**src/design/rsm_pkg.sv**
```systemverilog
// ---------------------------------------------------------------------------
// rsm_pkg
// Types and constants shared by the row softmax controller and datapath.
// ---------------------------------------------------------------------------
package rsm_pkg;

   localparam logic [16:0] LOG2E_Q16     = 17'd94548;
   localparam logic [15:0] EXP_FLOOR_Q88 = 16'd22528;
   localparam logic [24:0] C0 = 25'd16777216;
   localparam logic [24:0] C1 = 25'd11629080;
   localparam logic [24:0] C2 = 25'd4030332;
   localparam logic [24:0] C3 = 25'd931204;
   localparam logic [24:0] C4 = 25'd161365;
   localparam logic [24:0] C5 = 25'd22370;
   localparam logic [24:0] C6 = 25'd2584;

   typedef enum logic [3:0] {
      ST_LOAD,
      ST_EXP_RD,
      ST_EXP_W,
      ST_EXP_HORN,
      ST_EXP_ACC,
      ST_DIV,
      ST_OUT_RD,
      ST_OUT_EXP,
      ST_OUT_MUL,
      ST_OUT_EMIT
   } state_type;

   // commands from controller to datapath
   typedef struct packed {
      logic load;       // store req_value, update max
      logic clear_row;  // reset max and sum
      logic mem_rd;     // read row entry at index
      logic w_calc;     // compute w, k, f from stored entry
      logic horn_init;  // start polynomial
      logic horn_step;  // one horner step
      logic acc;        // finish exp, write exp store, accumulate
      logic div_init;
      logic div_step;
      logic exp_rd;     // read exp store at index
      logic mul;        // e * inv
   } ctrl_type;

   // status back to controller
   typedef struct packed {
      logic div_done;
   } stat_type;

   // coefficient used at horner step i (0 -> c5 ... 5 -> c0)
   function automatic logic [24:0] horner_coef(input logic [2:0] i);
      logic [24:0] c;
      unique case (i)
         3'd0:    c = C5;
         3'd1:    c = C4;
         3'd2:    c = C3;
         3'd3:    c = C2;
         3'd4:    c = C1;
         default: c = C0;
      endcase
      return c;
   endfunction

endpackage

```
**src/design/rsm_datapath.sv**
```systemverilog
// ---------------------------------------------------------------------------
// rsm_datapath
// Row store, exp2 unit, sum, restoring divider and output scaling.
// ---------------------------------------------------------------------------
module rsm_datapath #(
   parameter int IDX_W = 6
) (
   input  logic                 clock,
   input  logic                 reset,
   input  rsm_pkg::ctrl_type    ctrl,
   input  logic [IDX_W-1:0]     idx,
   input  logic [2:0]           horn_idx,
   input  logic signed [15:0]   in_value,
   output rsm_pkg::stat_type    stat,
   output logic [15:0]          prob
);

   logic [15:0] row_mem [2**IDX_W];
   logic [16:0] exp_mem [2**IDX_W];

   logic signed [15:0] max_ff, max_in;
   logic [22:0]        sum_ff, sum_in;
   logic [15:0]        rd_ff;
   logic [16:0]        erd_ff;
   logic [16:0]        f_ff;
   logic [7:0]         s_ff;
   logic               zero_ff;
   logic [24:0]        p_ff;
   logic [40:0]        rem_ff;
   logic [40:0]        quo_ff;
   logic [5:0]         dcnt_ff;
   logic [41:0]        prod_ff;

   logic signed [16:0] diff;
   logic [16:0]        a;
   logic [33:0]        wprod;
   logic [25:0]        w;
   logic [9:0]         k;
   logic [15:0]        r;
   logic [41:0]        hmul;
   logic [16:0]        e_val;
   logic [40:0]        rem_sh;
   logic [40:0]        dvs;
   logic [42:0]        q_rnd;

   always_comb begin
      max_in = max_ff;
      sum_in = sum_ff;
      if (ctrl.clear_row) begin
         max_in = -16'sd32768;
         sum_in = '0;
      end else begin
         if (ctrl.load && (in_value > max_ff)) max_in = in_value;
         if (ctrl.acc) sum_in = sum_ff + 23'(e_val);
      end
   end

   always_ff @(posedge clock) begin
      if (reset) begin
         max_ff <= -16'sd32768;
         sum_ff <= '0;
      end else begin
         max_ff <= max_in;
         sum_ff <= sum_in;
      end
   end

   always_ff @(posedge clock) begin
      if (ctrl.load) row_mem[idx] <= in_value;
      if (ctrl.mem_rd) rd_ff <= row_mem[idx];
      if (ctrl.acc) exp_mem[idx] <= e_val;
      if (ctrl.exp_rd) erd_ff <= exp_mem[idx];
   end

   // exponent split: w = round(a*log2e/256), z = -m + f
   assign diff  = 17'(max_ff) - 17'(signed'(rd_ff));
   assign a     = 17'(diff);
   assign wprod = 34'(a) * 34'(rsm_pkg::LOG2E_Q16) + 34'd128;
   assign w     = wprod[33:8];
   assign k     = w[25:16];
   assign r     = w[15:0];

   always_ff @(posedge clock) begin
      if (ctrl.w_calc) begin
         zero_ff <= (a > 17'(rsm_pkg::EXP_FLOOR_Q88));
         if (r == 16'd0) begin
            f_ff <= '0;
            s_ff <= 8'd8 + 8'(k);
         end else begin
            f_ff <= 17'd65536 - 17'(r);
            s_ff <= 8'd9 + 8'(k);
         end
      end
   end

   assign hmul = 42'(p_ff) * 42'(f_ff);

   always_ff @(posedge clock) begin
      if (ctrl.horn_init) p_ff <= rsm_pkg::C6;
      else if (ctrl.horn_step) p_ff <= 25'(hmul >> 16) + rsm_pkg::horner_coef(horn_idx);
   end

   always_comb begin
      if (zero_ff || s_ff >= 8'd40) e_val = '0;
      else e_val = 17'(p_ff >> s_ff[5:0]);
   end

   // restoring divider for floor(2^40 / sum), one quotient bit a cycle
   assign dvs    = 41'(sum_ff);
   assign rem_sh = {rem_ff[39:0], (dcnt_ff == 6'd41)};
   always_ff @(posedge clock) begin
      if (reset) begin
         dcnt_ff <= '0;
      end else if (ctrl.div_init) begin
         dcnt_ff <= 6'd41;
      end else if (ctrl.div_step && dcnt_ff != 6'd0) begin
         dcnt_ff <= dcnt_ff - 6'd1;
      end
   end
   always_ff @(posedge clock) begin
      if (ctrl.div_init) begin
         rem_ff <= '0;
         quo_ff <= '0;
      end else if (ctrl.div_step && dcnt_ff != 6'd0) begin
         if (sum_ff != '0 && rem_sh >= dvs) begin
            rem_ff <= rem_sh - dvs;
            quo_ff <= {quo_ff[39:0], 1'b1};
         end else begin
            rem_ff <= rem_sh;
            quo_ff <= {quo_ff[39:0], 1'b0};
         end
      end
   end
   // dividend 2^40: bit 40 enters at the first step, all other bits zero
   assign stat.div_done = (dcnt_ff == 6'd0);

   // the row max alone adds 65536 to the sum, so inv fits in 25 bits
   always_ff @(posedge clock) begin
      if (ctrl.mul) prod_ff <= 42'(erd_ff) * 42'(quo_ff[24:0]);
   end

   assign q_rnd = 43'(prod_ff) + 43'd8388608;
   assign prob  = (q_rnd[42:24] > 19'd65535) ? 16'hFFFF : q_rnd[39:24];

endmodule

```
**src/design/rsm_ctrl.sv**
```systemverilog
// ---------------------------------------------------------------------------
// rsm_ctrl
// Sequencer for load, exp pass, reciprocal and emit pass.
// ---------------------------------------------------------------------------
module rsm_ctrl #(
   parameter int MAX_COLS = 64,
   parameter int IDX_W    = 6
) (
   input  logic               clock,
   input  logic               reset,
   input  logic               start,
   input  logic               in_last,
   input  rsm_pkg::stat_type  stat,
   output logic               busy,
   output rsm_pkg::ctrl_type  ctrl,
   output logic [IDX_W-1:0]   idx,
   output logic [2:0]         horn_idx,
   output logic               rsp_valid,
   output logic               rsp_last_res
);

   rsm_pkg::state_type state_ff, state_in;
   logic [IDX_W:0] cnt_ff, cnt_in;   // elements in row
   logic [IDX_W:0] pos_ff, pos_in;   // pass position
   logic [2:0]     h_ff, h_in;
   logic           accept;
   logic           row_end;

   assign accept  = start && (state_ff == rsm_pkg::ST_LOAD);
   assign row_end = in_last || (cnt_ff + 1'b1 >= (IDX_W+1)'(MAX_COLS));

   always_comb begin
      state_in = state_ff;
      cnt_in   = cnt_ff;
      pos_in   = pos_ff;
      h_in     = h_ff;
      unique case (state_ff)
         rsm_pkg::ST_LOAD: begin
            if (accept) begin
               cnt_in = cnt_ff + 1'b1;
               if (row_end) begin
                  state_in = rsm_pkg::ST_EXP_RD;
                  pos_in   = '0;
               end
            end
         end
         rsm_pkg::ST_EXP_RD:   state_in = rsm_pkg::ST_EXP_W;
         rsm_pkg::ST_EXP_W: begin
            state_in = rsm_pkg::ST_EXP_HORN;
            h_in     = '0;
         end
         rsm_pkg::ST_EXP_HORN: begin
            h_in = h_ff + 3'd1;
            if (h_ff == 3'd6) state_in = rsm_pkg::ST_EXP_ACC;
         end
         rsm_pkg::ST_EXP_ACC: begin
            pos_in = pos_ff + 1'b1;
            if (pos_ff + 1'b1 == cnt_ff) state_in = rsm_pkg::ST_DIV;
            else state_in = rsm_pkg::ST_EXP_RD;
         end
         rsm_pkg::ST_DIV: begin
            pos_in = '0;
            if (h_ff == 3'd0 && stat.div_done) state_in = rsm_pkg::ST_OUT_RD;
            h_in = '0;
         end
         rsm_pkg::ST_OUT_RD:  state_in = rsm_pkg::ST_OUT_EXP;
         rsm_pkg::ST_OUT_EXP: state_in = rsm_pkg::ST_OUT_MUL;
         rsm_pkg::ST_OUT_MUL: state_in = rsm_pkg::ST_OUT_EMIT;
         rsm_pkg::ST_OUT_EMIT: begin
            pos_in = pos_ff + 1'b1;
            if (pos_ff + 1'b1 == cnt_ff) begin
               state_in = rsm_pkg::ST_LOAD;
               cnt_in   = '0;
            end else begin
               state_in = rsm_pkg::ST_OUT_RD;
            end
         end
         default: state_in = rsm_pkg::ST_LOAD;
      endcase
   end

   always_ff @(posedge clock) begin
      if (reset) begin
         state_ff <= rsm_pkg::ST_LOAD;
         cnt_ff   <= '0;
         pos_ff   <= '0;
         h_ff     <= 3'd7;
      end else begin
         state_ff <= state_in;
         cnt_ff   <= cnt_in;
         pos_ff   <= pos_in;
         // h_ff==7 on entry to ST_DIV marks the divider start cycle
         h_ff     <= (state_ff == rsm_pkg::ST_EXP_ACC) ? 3'd7 : h_in;
      end
   end

   always_comb begin
      ctrl         = '0;
      busy         = 1'b1;
      idx          = pos_ff[IDX_W-1:0];
      horn_idx     = 3'd0;
      rsp_valid    = 1'b0;
      rsp_last_res = 1'b0;
      unique case (state_ff)
         rsm_pkg::ST_LOAD: begin
            busy      = 1'b0;
            idx       = cnt_ff[IDX_W-1:0];
            ctrl.load = accept;
         end
         rsm_pkg::ST_EXP_RD:   ctrl.mem_rd = 1'b1;
         rsm_pkg::ST_EXP_W: begin
            ctrl.w_calc    = 1'b1;
            ctrl.horn_init = 1'b1;
         end
         rsm_pkg::ST_EXP_HORN: begin
            horn_idx       = h_ff;
            ctrl.horn_step = (h_ff != 3'd6);
         end
         rsm_pkg::ST_EXP_ACC:  ctrl.acc = 1'b1;
         rsm_pkg::ST_DIV: begin
            ctrl.div_init = (h_ff == 3'd7);
            ctrl.div_step = (h_ff != 3'd7);
         end
         rsm_pkg::ST_OUT_RD:   ctrl.exp_rd = 1'b1;
         rsm_pkg::ST_OUT_EXP:  ctrl.mul = 1'b0;
         rsm_pkg::ST_OUT_MUL:  ctrl.mul = 1'b1;
         rsm_pkg::ST_OUT_EMIT: begin
            rsp_valid      = 1'b1;
            rsp_last_res   = (pos_ff + 1'b1 == cnt_ff);
            ctrl.clear_row = (pos_ff + 1'b1 == cnt_ff);
         end
         default: busy = 1'b1;
      endcase
   end

endmodule

```
**src/design/row_softmax_unit_top.sv**
```systemverilog
// row_softmax_unit_top: one input item per cycle while loading a row.
// after the last element the exp pass reads, splits, runs Horner steps
// (one Horner step a cycle) and accumulates each element, then the
// bit-serial reciprocal runs, then one result per element; busy stays
// high until the last result. results are never stalled by the receiver.
// synchronous active-high reset clears the sequencer, max and sum.
// ---------------------------------------------------------------------------
// row_softmax_unit_top
// Fixed-point numerically stable softmax over rows of up to MAX_COLS items.
// ---------------------------------------------------------------------------
module row_softmax_unit_top #(
   parameter int MAX_COLS = 64
) (
   input  logic               clock,
   input  logic               reset,
   input  logic               start,
   output logic               busy,
   input  logic signed [15:0] req_value,
   input  logic               req_last,
   output logic               rsp_valid,
   output logic [15:0]        rsp_prob,
   output logic               rsp_last_res
);

   localparam int IDX_W = (MAX_COLS > 1) ? $clog2(MAX_COLS) : 1;

   rsm_pkg::ctrl_type ctrl;
   rsm_pkg::stat_type stat;
   logic [IDX_W-1:0]  idx;
   logic [2:0]        horn_idx;

   rsm_ctrl #(.MAX_COLS(MAX_COLS), .IDX_W(IDX_W)) u_ctrl (
      .clock(clock), .reset(reset), .start(start), .in_last(req_last),
      .stat(stat), .busy(busy), .ctrl(ctrl), .idx(idx), .horn_idx(horn_idx),
      .rsp_valid(rsp_valid), .rsp_last_res(rsp_last_res)
   );

   rsm_datapath #(.IDX_W(IDX_W)) u_dp (
      .clock(clock), .reset(reset), .ctrl(ctrl), .idx(idx),
      .horn_idx(horn_idx), .in_value(req_value), .stat(stat), .prob(rsp_prob)
   );

endmodule
```
**config.mk**
```make
export PLATFORM = sky130hd
export DESIGN_NAME = row_softmax_unit_top
export DESIGN_NICKNAME = d
export VERILOG_FILES = /design/src/design/rsm_pkg.sv /design/src/design/rsm_datapath.sv /design/src/design/rsm_ctrl.sv /design/src/design/row_softmax_unit_top.sv
export SDC_FILE = /design/constraint.sdc
export NUM_CORES = 2
export LEC_CHECK = 0
export BUFFER_PORTS_ARGS = -buffer_cell sky130_fd_sc_hd__buf_2
export CORE_MARGIN = 1
export CORE_UTILIZATION = 50
export CTS_CLUSTER_SIZE = 28
export DETAILED_ROUTE_END_ITERATION = 12
export PLACE_DENSITY = 0.67
export SLEW_MARGIN = 20
export SYNTH_ARGS = -nofsm -noshare
export SYNTH_HDL_FRONTEND = slang
export SYNTH_SLANG_ARGS = --single-unit
```
**constraint.sdc**
```tcl
create_clock -name clock -period 21.5 [get_ports clock]
set_input_delay 1.075 -clock clock [delete_from_list [all_inputs] [get_ports clock]]
set_output_delay 1.075 -clock clock [all_outputs]
set_load 0.1 [all_outputs]
```
**After elaboration in Yosys (flattened, before gate mapping)**

Memories as Yosys holds them, arrays and structs flattened. A register that Yosys moved wholly into a read port is not among the register bits.
Cells that the tools add are included.

- $add $sub $neg: 13
- Multiply operators: 3
- Order comparisons: 6
- Equal/unequal tests: 24
- Shift-type cells: 1
- Muxes and demuxes: 41
- Reduce and logical (&&, ||, !) cells: 26

Operators with widths:

| operator | number |
|---|---|
| $pmux W25 S5 | 1 |
| $mux W25 | 2 |
| $add A42 B24 Y43 const B | 1 |
| $mul A17 B25 Y42 | 1 |
| $ge A41 B23 Y1 | 1 |
| $mul A25 B17 Y41 | 1 |
| $mux W40 | 1 |
| $pmux W4 S10 | 1 |
| $sub A40 B23 Y40 | 1 |
| $add A32 B8 Y32 const B | 1 |
| $mul A17 B15 Y30 const B | 1 |
| $mux W7 | 4 |
| $add A25 B25 Y25 | 1 |
| $shr A25 B6 Y17 | 1 |
| $add A23 B17 Y23 | 1 |
| $reduce_bool A23 Y1 | 1 |
| $pmux W7 S3 | 1 |
| $gt A19 B16 Y1 const B | 1 |
| $mux W6 | 3 |
| $gt A17 B15 Y1 const B | 1 |
| $mux W17 | 1 |
| $sub A16 B16 Y17 | 1 |
| $sub A17 B16 Y17 const A | 1 |
| $add A4 B8 Y8 const A | 2 |
| 37 further kinds | 83 |

- Register bits after elaboration: 224
- Bits in writable memories: 2112
- Input bits: 20
- Output and inout port bits: 19
- Word-level logic and storage cells: 131
- Memories: 2

Memory list:

| memory | words | width | read ports | clocked after Yosys merged registers in | write ports | RTL line | RTL |
|---|---|---|---|---|---|---|---|
| u_dp.exp_mem | 64 | 17 | 1 | 1 | 1 | rsm_datapath.sv:19 | `logic [16:0] exp_mem [2**IDX_W];` |
| u_dp.row_mem | 64 | 16 | 1 | 1 | 1 | rsm_datapath.sv:18 | `logic [15:0] row_mem [2**IDX_W];` |

**Logic depth before layout (Yosys ltp)**

- Word-level depth: 7
- Gate-level depth with buffers: 42
- Mapped depth without buffers: 42

**Modules after synthesis**

A second synthesis with hierarchy kept.

- Cells, all modules: 9393
- Area, all modules: 122466.2 um^2

By module, submodules not included:

| module | instances | cells each | area each (um^2) | seq. area each (um^2) |
|---|---|---|---|---|
| rsm_datapath | 1 | 9183 | 120894.7 | 68465.7 |
| rsm_ctrl | 1 | 210 | 1571.5 | 420.4 |

**Worst setup path before layout**

OpenSTA, ideal clock, no wires.

- Kind: reg-to-reg
- Start point: register u_dp.rd_ff[2] (read register of u_dp.row_mem)
- End point: register u_dp.s_ff[7] (data pin)
- Library setup time: 273 ps
- Data arrival time: 9067 ps
- Required time: 21227 ps
- Path slack: 12160 ps
- Cell stages (with the launch flop): 37
- Path buffers: 0
- Period minus slack after synthesis: 9340 ps
- Path through: edfxtp_1 -> inv_1 -> ha_1 -> nor2b_1 -> o21ai_0 -> a21boi_0 -> o21ai_0 -> a21boi_0 -> o21ai_0 -> a21boi_0 -> o21ai_0 -> a21o_1 -> nand2_1 -> o311ai_0 -> ha_1 -> ha_1 -> inv_1 -> fa_1 -> inv_1 -> fa_1 -> fa_1 -> fa_1 -> ha_1 -> a21oi_1 -> o21ai_1 -> a2111o_1 -> a221oi_2 -> o2111ai_2 -> nor3_1 -> nand3_1 -> nor3_2 -> xor2_1 -> ha_1 -> nand2_1 -> and3_1 -> a211oi_2 -> o311ai_1

- Word-level cells in the longest chain between the ends: 5
- Elaborated cells between the ends (all ways): 7
- Classes of those cells: add/sub (4); mul (1); mux (1); reduce/logical (1)

Ends and longest elaborated chain:

| element | RTL line | RTL |
|---|---|---|
| start, declared | rsm_datapath.sv:23 | `logic [15:0] rd_ff;` |
| $sub A16 B16 Y17 (*) | rsm_datapath.sv:76 | `assign diff = 17'(max_ff) - 17'(signed'(rd_ff));` |
| $mul A17 B15 Y30 (*) | rsm_datapath.sv:78 | `assign wprod = 34'(a) * 34'(rsm_pkg::LOG2E_Q16) + 34'd128;` |
| $add A32 B8 Y32 (*) | rsm_datapath.sv:78 |  |
| $add A4 B8 Y8, or another cell as far along | rsm_datapath.sv:91 | `s_ff <= 8'd9 + 8'(k);` |
| $mux W8 (*) | rsm_datapath.sv:86 | `if (r == 16'd0) begin` |
| end signal, assigned | rsm_datapath.sv:88 | `s_ff <= 8'd8 + 8'(k);` |
| end signal, assigned | rsm_datapath.sv:91 |  |
| end, declared | rsm_datapath.sv:26 | `logic [7:0] s_ff;` |

Mark *: on every way between the ends. The rest lies on a longest branch, timed or not.
A chain may end at the register's enable or synchronous reset.

**Worst setup path in the final report**

- Start point: register u_dp.rd_ff[0] (read register of u_dp.row_mem)
- End point: register u_dp.s_ff[7] (data pin)

Same word-level chain as after synthesis.

==> summary.md <==
| Metric | Value |
|---|---|
| Setup Total Neg Slack | `0 ns` |
| Crit end category | `register` |
| Width of the die | `approximately 500 µm` |
| Clk buf depth | `3` |
| # hold bufs at CTS | `0` |
| I/O pin count | `39` |
| CTS buffer count | `228` |
| Avg Cell Area, Syn | `12.9 µm²` |
| Port bufs | `38` |
| Mux share of post-synthesis cell area | `less than 1%` |
| Post_cts resized | `0` |
| Actual slew at the worst max-slew pin | `roughly 1.2 ns` |
| Largest stage delay on the critical path | `around 0.6 ns` |
| Worst EP arrival | `~11 ns` |
| Site Rows | `181` |
| FF-to-FF path depth | `37` |
| Slew margin rel. | `a little under a fifth` |
| Share of Yosys cell area claimed by the top area cell type | `between 50 and 60%` |
| GRT Util Overall | `28.2%` |
| Buf/Inv on CP | `2` |
| Min-Delay Path Depth | `2` |
| Simple-gate share of the synthesized area | `a little over 8%` |
| Fillers | `just under 20,000` |
| Post-synth net total | `about 11,000` |
| CTS sink count | `2,346` |
| Kind of critical path | `register to register` |
| Fraction of registers with async set or reset after synthesis | `0%` |
| Fin cells | `12,900` |
| Critical path launch point type | `register` |
| Remaining antenna violation count | `0` |
| Top fanout value on the critical path | `7` |
| Routed WL per cell | `~27 µm` |
| Routed via count | `between 80,000 and 90,000` |
| Layout area overhead | `10.4%` |
| Routed wire length | `roughly 350 mm` |
| Post-synthesis sequential area ratio | `56.0%` |
| Final Setup Violations | `0` |
| FF+latch area | `just under 70,000 µm²` |
| Final Hold Fails | `0` |
| Total gr overflow | `0` |
| EDFF count, synth | `between 2,000 and 2,500` |
| Synth Area in XOR/XNOR | `roughly 1.5%` |
| Setup bufs post-CTS | `0` |
| Levels on crit path | `37` |
| CTS tree | `built` |
| Area of the multi-input gates | `between 40,000 and 50,000 µm²` |
| Syn Inst Count | `approximately 9,500` |
| Slowest-stage cell, CP | `xor2_1` |
| Crit Reg-Reg Startpoint | `u_dp.rd_ff[0]$_DFFE_PN_` |
| Tightest Hold Check Type | `register to register` |
| Most frequent cells after synthesis | `2,190 x edfxtp_1, 980 x inv_1, 962 x nand2_1, 762 x fa_1, 479 x nor2_1` |
| Slew Limit Fails | `0` |
| Core footprint | `between 200,000 and 250,000 µm²` |
| Final Skew | `0.149 ns` |
| Initial Utilization | `50.4%` |
| Fmax | `~0.095 GHz` |
| Clock transition at path regs | `roughly 0.06 ns` |
| Max-Cap Viols | `0` |
| Initial antenna violation count | `10` |
| Critical Path RT | `about 22 ns` |
| Final Cycle Share | `between 40% and 50%` |
| Dominant cell type by area after synthesis | `edfxtp_1` |
| Status | `finished, final reports clean` |
| CP top delay family | `adder cells` |
| Synth warn | `0` |
| WHS | `0.455 ns` |
| First-pass GRT wire length | `~520 mm` |
| Hold Crit Start | `u_dp.rem_ff[8]$_SDFFE_PP0P_` |
| Most frequent cell after synthesis | `edfxtp_1` |
| Hpwl dp | `approximately 220 mm` |
| Vias in the first global route | `around 82,000` |
| Die Y | `around 500 µm` |
| Largest family of logic cells by synthesized area | `adder cells` |
| Worst reg2reg setup slack | `approximately 11 ns` |
| Most used DFF post-synth | `edfxtp_1` |
| Clock root cell | `clkbuf_16` |
| Drc violations | `0` |
| Layout cells sized above 1 | `8.50%` |
| Core Util, Final | `approximately 56%` |
| Cell variety after synth | `~100` |
| RSZ-0062 raised after global routing | `no` |
| Pre-antenna DRT Iters | `10` |
| Starting DRC count in detailed routing | `approximately 12,000` |
| Cells after DPL | `12,500` |
| Minimum clock period | `around 11 ns` |
| Post-synthesis compound-gate area fraction | `a little under an eighth` |
| Skew-Pair Late Insertion Delay | `slightly above 0.9 ns` |
| H-tree depth | `4` |
| Vias per cell | `approximately 6.3` |
| Flops & latches, synth | `between 2,000 and 2,500` |
| Pin count of the biggest net entering global routing | `between 100 and 150` |
| Fin nets | `around 11,000` |
| Die area | `248,000 µm²` |
| Reg-to-Reg End | `u_dp.s_ff[7]$_DFFE_PP_` |
| Hold endpoint | `u_dp.rem_ff[9]$_SDFFE_PP0P_` |
| Routability Congestion | `between 0.8 and 0.9` |
| Synth Cell Area | `123,000 µm²` |
| Ranking of synthesized cells by area | `edfxtp_1 53%, fa_1 12%, ha_1 4.7%, a222oi_1 3.2%, inv_1 3.0%` |
| Synth Area in Adders | `between 10% and 20%` |
## layout make-up
class	instances	area share, %
diodes	5	0.00922
clock buffers	285	4.38
clock inverters	143	1.29
inverters	981	2.71
multi-input cells	5647	36.0
flip-flops and latches	2346	50.8
well taps	3202	2.95
repair buffers	332	1.90
## metrics by stage
| stage | area, µm² | setup WS (ns) |
|---|---|---|
| CTS | 136000 | 11.03 |
| global route | 136000 | 10.25 |
| global placement | 128000 | 11.31 |
| floorplan | 123000 | 12.16 |
| finish | 136000 | 10.99 |
| detailed placement | 128000 | 11.18 |
## worst max-delay path by stage
| stage | from | end |
|---|---|---|
| floorplan | u_dp.rd_ff[2]$_DFFE_PN_ | u_dp.s_ff[7]$_DFFE_PP_ |
| global placement | u_dp.rd_ff[0]$_DFFE_PN_ | u_dp.s_ff[7]$_DFFE_PP_ |
| detailed placement | u_dp.rd_ff[0]$_DFFE_PN_ | u_dp.s_ff[7]$_DFFE_PP_ |
| CTS | u_dp.rd_ff[0]$_DFFE_PN_ | u_dp.s_ff[7]$_DFFE_PP_ |
| global route | u_dp.rd_ff[0]$_DFFE_PN_ | u_dp.s_ff[7]$_DFFE_PP_ |
| finish | u_dp.rd_ff[0]$_DFFE_PN_ | u_dp.s_ff[7]$_DFFE_PP_ |
## registers in the layout, summed over array words and instances (netlist names), 17 cells and up
name,count
u_dp.erd_ff,17
u_dp.exp_mem,1088
u_dp.f_ff,17
u_dp.p_ff,25
u_dp.prod_ff,19
u_dp.quo_ff,25
u_dp.rem_ff,40
u_dp.row_mem,1024
u_dp.sum_ff,23
## layout by cell type (no fill, tap or decap), types with 156 or more instances in the layout
master        n
dfxtp_1     156
fa_1        762
buf_4       278
clkbuf_16   228
a222oi_1    398
a21oi_1     417
inv_1       978
o21ai_0     163
nand2_1     961
nor2_1      422
a22oi_1     288
ha_1        466
edfxtp_1   2190
and2_1      262
## worst register-to-register path: cells and delay by family (launching register included)
kind | cells | cell delay [ns]
flip-flops | 1 | 0.41
adder cells (fa/ha/maj) | 10 | 3.95
XOR/XNOR | 2 | 0.97
AO/OA/AOI/OAI | 17 | 3.61
buffers and inverters | 2 | 0.11
AND/OR/NAND/NOR | 6 | 1.06
## layer usage
layer,global-route usage (%),vias up,wire length [µm]
met5,0,-,71
met4,10.3,10,13400
met3,5.59,759,40000
met2,45.4,4951,164000
met1,38.0,41100,136000
li1,-,34900,-
## cell families after synthesis
family / after synthesis
DFF: 2346
other: 1
muxes: 70
adders and majority gates: 1228
xor gates and xnor gates: 205
buffers and inverters: 1538
AOI/OAI and AO/OA: 1947
and+or+nand+nor: 2196
Power is not shown: default switching activity piles up to over one toggle a cycle in this logic, so the estimate is an artifact.
